[src/selective_repeat_packet_receiver_macros.svh]
// Assertion macros shared by the receiver's modules.
`ifndef SELECTIVE_REPEAT_PACKET_RECEIVER_MACROS_SVH
`define SELECTIVE_REPEAT_PACKET_RECEIVER_MACROS_SVH
`ifndef SYNTHESIS
`define SRPR_ASSERT_CLK(clk, rst, label, prop, msg) \
   label: assert property (@(posedge clk) disable iff (rst) (prop)) else $error(msg);
`define SRPR_ASSERT(label, prop, msg) \
   `SRPR_ASSERT_CLK(clock, reset, label, prop, msg)
`else
`define SRPR_ASSERT_CLK(clk, rst, label, prop, msg)
`define SRPR_ASSERT(label, prop, msg)
`endif
`endif

[src/srpr_pkg.sv]
// Shared types, constants and helpers of the selective-repeat receiver.
package srpr_pkg;

   localparam int PKT_BYTES   = 128;
   localparam int WINDOW      = 10;
   localparam int SEQ_MODULUS = 30;

   localparam int MAXP   = PKT_BYTES - 4;
   localparam int NBUF   = WINDOW + 1;
   localparam int POS_W  = $clog2(PKT_BYTES);
   localparam int SI_W   = (WINDOW > 1) ? $clog2(WINDOW) : 1;
   localparam int PH_W   = $clog2(NBUF);
   localparam int CNT_W  = $clog2(WINDOW + 1);
   localparam int ADDR_W = $clog2(NBUF * MAXP);

   // Fixed field widths of the channels.
   localparam int SEQ_W  = 5;
   localparam int SLOT_W = 4;
   localparam int SIZE_W = 7;
   localparam int OFF_W  = 7;
   localparam int SUM_W  = 16;

   // Reciprocal for taking a sequence number modulo the window.
   localparam int RCP_SH = 10;
   localparam int RCP_M  = ((1 << RCP_SH) + WINDOW - 1) / WINDOW;

   localparam logic [SUM_W-1:0] SUM_GOOD = 16'hffff;

   typedef enum logic {
      CMD_BYTE = 1'b0,
      CMD_READ = 1'b1
   } cmd_type;

   typedef enum logic [1:0] {
      KIND_READ  = 2'd0,
      KIND_DELIV = 2'd1,
      KIND_ACK   = 2'd2
   } kind_type;

   // Commands from the controller to the datapath.
   typedef struct packed {
      logic byte_acc;
      logic read_acc;
      logic read_emit;
      logic chk_exec;
      logic drain_step;
   } ctl_cmd_type;

   // Status from the datapath to the controller.
   typedef struct packed {
      logic pos_last;
      logic out_free;
      logic need_out;
      logic more_chk;
      logic more_drain;
   } dp_sts_type;

   // Ack checksum: ones' complement of the sequence number shifted up a byte.
   function automatic logic [SUM_W-1:0] ack_sum(input logic [SEQ_W-1:0] s);
      return ~{3'b000, s, 8'h00};
   endfunction

   // Slot of a sequence number below 64, by reciprocal multiply and one correction.
   function automatic logic [SI_W-1:0] slot_of(input logic [5:0] s);
      logic [15:0] prod;
      logic [15:0] q;
      logic [15:0] r;
      prod = 16'(s) * 16'(RCP_M);
      q    = prod >> RCP_SH;
      r    = 16'(s) - q * 16'(WINDOW);
      if (r >= 16'(WINDOW)) begin
         r = r - 16'(WINDOW);
      end
      return r[SI_W-1:0];
   endfunction

endpackage

[src/srpr_ctrl.sv]
// Controller state machine of the selective-repeat receiver.
`include "selective_repeat_packet_receiver_macros.svh"
module srpr_ctrl (
   input  logic                 clock,
   input  logic                 reset,
   input  logic                 req_tvalid,
   output logic                 req_tready,
   input  logic                 req_tuser,
   input  srpr_pkg::dp_sts_type sts,
   output srpr_pkg::ctl_cmd_type cmd
);
   import srpr_pkg::*;

   typedef enum logic [3:0] {
      S_IDLE  = 4'b0001,
      S_READ  = 4'b0010,
      S_CHECK = 4'b0100,
      S_DRAIN = 4'b1000
   } state_type;

   state_type state_ff;
   state_type state_in;

   // Next state and commands.
   always_comb begin
      state_in   = state_ff;
      cmd        = '0;
      req_tready = 1'b0;
      case (state_ff)
         S_IDLE: begin
            req_tready = 1'b1;
            if (req_tvalid) begin
               if (cmd_type'(req_tuser) == CMD_READ) begin
                  cmd.read_acc = 1'b1;
                  state_in     = S_READ;
               end else begin
                  cmd.byte_acc = 1'b1;
                  if (sts.pos_last) begin
                     state_in = S_CHECK;
                  end
               end
            end
         end
         S_READ: begin
            if (sts.out_free) begin
               cmd.read_emit = 1'b1;
               state_in      = S_IDLE;
            end
         end
         S_CHECK: begin
            if (!sts.need_out || sts.out_free) begin
               cmd.chk_exec = 1'b1;
               state_in     = (sts.need_out && sts.more_chk) ? S_DRAIN : S_IDLE;
            end
         end
         S_DRAIN: begin
            if (sts.out_free) begin
               cmd.drain_step = 1'b1;
               if (!sts.more_drain) begin
                  state_in = S_IDLE;
               end
            end
         end
         default: begin
            state_in = S_IDLE;
         end
      endcase
   end

   // State register.
   always_ff @(posedge clock) begin
      if (reset) begin
         state_ff <= S_IDLE;
      end else begin
         state_ff <= state_in;
      end
   end

   `SRPR_ASSERT(a_read_follows_idle, (state_ff == S_READ) |-> $past(state_ff == S_IDLE || state_ff == S_READ), "read state entered from elsewhere than idle")
   `SRPR_ASSERT(a_drain_after_check, $rose(state_ff == S_DRAIN) |-> $past(state_ff == S_CHECK), "drain entered without a check")

endmodule

[config.mk]
export PLATFORM = sky130hd
export DESIGN_NAME = srpr_ctrl
export DESIGN_NICKNAME = d
export VERILOG_FILES = /design/src/srpr_pkg.sv /design/src/srpr_ctrl.sv
export VERILOG_INCLUDE_DIRS = /design/src /design/src/src
export SDC_FILE = /design/constraint.sdc
export NUM_CORES = 1
export LEC_CHECK = 0
export BUFFER_PORTS_ARGS = -buffer_cell sky130_fd_sc_hd__buf_2
export CAP_MARGIN = 20
export CORE_AREA = 2 2 39 41
export DETAILED_ROUTE_END_ITERATION = 10
export DIE_AREA = 0 0 41 43
export GPL_TIMING_DRIVEN = 1
export PLACE_DENSITY = 0.45
export SLEW_MARGIN = 30
export SYNTH_ARGS = -nofsm -noshare
export SYNTH_HDL_FRONTEND = slang
export SYNTH_SLANG_ARGS = --single-unit
[constraint.sdc]
create_clock -name clock -period 1.39 [get_ports clock]
set_input_delay 0.278 -clock clock [delete_from_list [all_inputs] [get_ports clock]]
set_output_delay 0.278 -clock clock [all_outputs]
set_load 0.01 [all_outputs]
==> metrics <==
number of antenna diodes=0; slowest stage delay, CP=0.57 ns; Synth Flop Type=dfxtp_1; die area=1763 um^2; worst skew pair latency=0.23 ns; commonest non-fill, non-tap cell in the layout=buf_4; final layout net count=79; Final Wtd Congestion=0.7426; DR iter-0 viols=4; die width=41 um; largest net degree at the start of global routing=6; first-pass GRT wire length=1518 um; Req. time, crit path=1.11 ns; Synthesized Nets=44; Vias/cell=4.702; most frequent cells in the layout=buf_4, buf_2, nor3_1, clkbuf_4; # DRC=0; Pwr Density=819.4 nW/um^2; fmax=585.6 MHz; GRT Total Usage=12.75%; CTS sink count=4; async set-reset flop share out of synthesis=0%; clk slew on worst S/H paths=0.04 ns; slew at the pin with the worst max-slew slack=0.2799 ns; Post-Route WL=975 um; biggest regs=state_ff (4); synthesized flop and latch total=4; Mean Syn Cell Area=8.651 um^2; TritonRoute pass-1 iters=4; Mapped Area=302.8 um^2; dpl ws=-0.1530 ns; Rows=14; H-tree levels=1; unrepaired setup endpoints after global routing=yes; Vias=395; post-layout min period=1.708 ns; CTS Buffer Depth=2; Worst Setup Start Kind=flop; hold slack=0.2687 ns; leakage=0.2722 nW; yosys warns=0; final worst path period share=122.8%; final hold violation count=0; Distinct cells, synth=24; max-cap violations=0; fin. max-slew vios=0; die extent in y=43 um; critical path's slowest cell=or4b_4; register area share after synthesis=26.45%; global route overflow=0; vias in the first global route=378; TritonCTS Buffers=3; DR WL/cell=11.61 um; fillers=135; Clock Skews=0.001849 ns; largest register by flop count=state_ff; initial antenna violation count=0; # IOs=15; setup ws final=-0.3175 ns; core region area=1384 um^2; endpoint class of the critical path=primary output; crit path DAT=1.43 ns; slew margin rel.=81.20%; Layout Utilization=43.22%; Setup TNS=-2.032 ns; status=finished with violations; IO buf count=14; number of synthesized flops with an enable pin=0; Layout area overhead=97.52%; crit-path cells=or4b_4, nor3b_2, buf_2; Largest register FFs=4; Syn Inst Count=35; failing checks=negative setup slack; highest ir drop seen on vdd=0.4711 mV; Root Driver=clkbuf_4; Setup CP Type=flop to primary output; CTS tree=done; Routed Antenna Nets=0; Crit Path Max Fanout=5; layout cell share with drive strength beyond 1=73.53%; post-detail-place hpwl=682.7 um; Hold Path Class=input pin to flop; Initial Util=21.88%; # setup viols final=9
-- where the power goes --
part	switching [W]	internal, W
clock	0.0000454	0.0000964
sequential	0.0000163	0.000127
combinational	0.0000946	0.000111
-- Yosys cell counts (2+ instances only) --
cell / count / area [um^2]
dfxtp_1: 4 / 80.08
nor2_1: 2 / 7.510
nor3b_1: 2 / 15.01
nor3_1: 4 / 20.02
nand3_1: 2 / 10.01
inv_1: 3 / 11.26
-- layout make-up --
| class | count | area, um^2 | area share, % |
|---|---|---|---|
| clock buffers | 3 | 22.52 | 3.766 |
| inverters | 4 | 15.01 | 2.510 |
| multi-input cells | 27 | 250.2 | 41.84 |
| flip-flops and latches | 4 | 90.09 | 15.06 |
| well taps | 16 | 20.02 | 3.347 |
| repair buffers | 30 | 200.2 | 33.47 |
-- final timing paths --
| path | slack (ns) | endpoint | start | cells past startpoint |
|---|---|---|---|---|
| max | -0.32 | cmd[4] | state_ff[2]$_SDFFE_PP0P_ | 3 |
| min | 0.27 | state_ff[3]$_SDFFE_PP0P_ | reset | 2 |
| max reg2reg | -0.21 | state_ff[0]$_SDFFE_PP1P_ | state_ff[2]$_SDFFE_PP0P_ | 5 |
| min reg2reg | 0.79 | state_ff[1]$_SDFFE_PP0P_ | state_ff[1]$_SDFFE_PP0P_ | 4 |
-- timing repair --
item | CTS | global route
gates resized for setup | 10 | 5
setup buffers | 5 | 0
hold buffers | 0 | 0
setup endpoints to repair | 10 | 10
pin swaps | 5 | 2
-- cell families (layout without fill, tap and decap cells) --
logic type | after synthesis | in the layout | share of synthesized area [%]
flops | 4 | 4 | 26.45
compound gates | 10 | 10 | 30.58
buf+inv | 4 | 37 | 4.957
simple gates | 17 | 17 | 38.02
-- per-stage QoR --
stage / cell area (um^2) / std cells / power [W]
after detailed placement: 481.7 / 76 / 0.0003095
after global placement: 481.7 / 76 / 0.0003099
final: 598.1 / 84 / 0.0004900
after global routing: 598.1 / 84 / 0.0005287
after CTS: 570.5 / 84 / 0.0004898
after floorplan: 309.0 / 35 / 0.0002310
-- critical path, delay by kind of cell (launching register included) --
kind	cells	cell delay (ns)
buffers and inverters	1	0.14
DFF	1	0.33
and+or+nand+nor	2	0.73
-- layer usage --
| layer | global-route usage (%) | wire length, um |
|---|---|---|
| met4 | 2.000 | 0 |
| met1 | 15.11 | 424 |
| met2 | 20.31 | 477 |
| met3 | 6.283 | 72 |
| met5 | 0 | 0 |
Power figures use the tool's default switching activity.
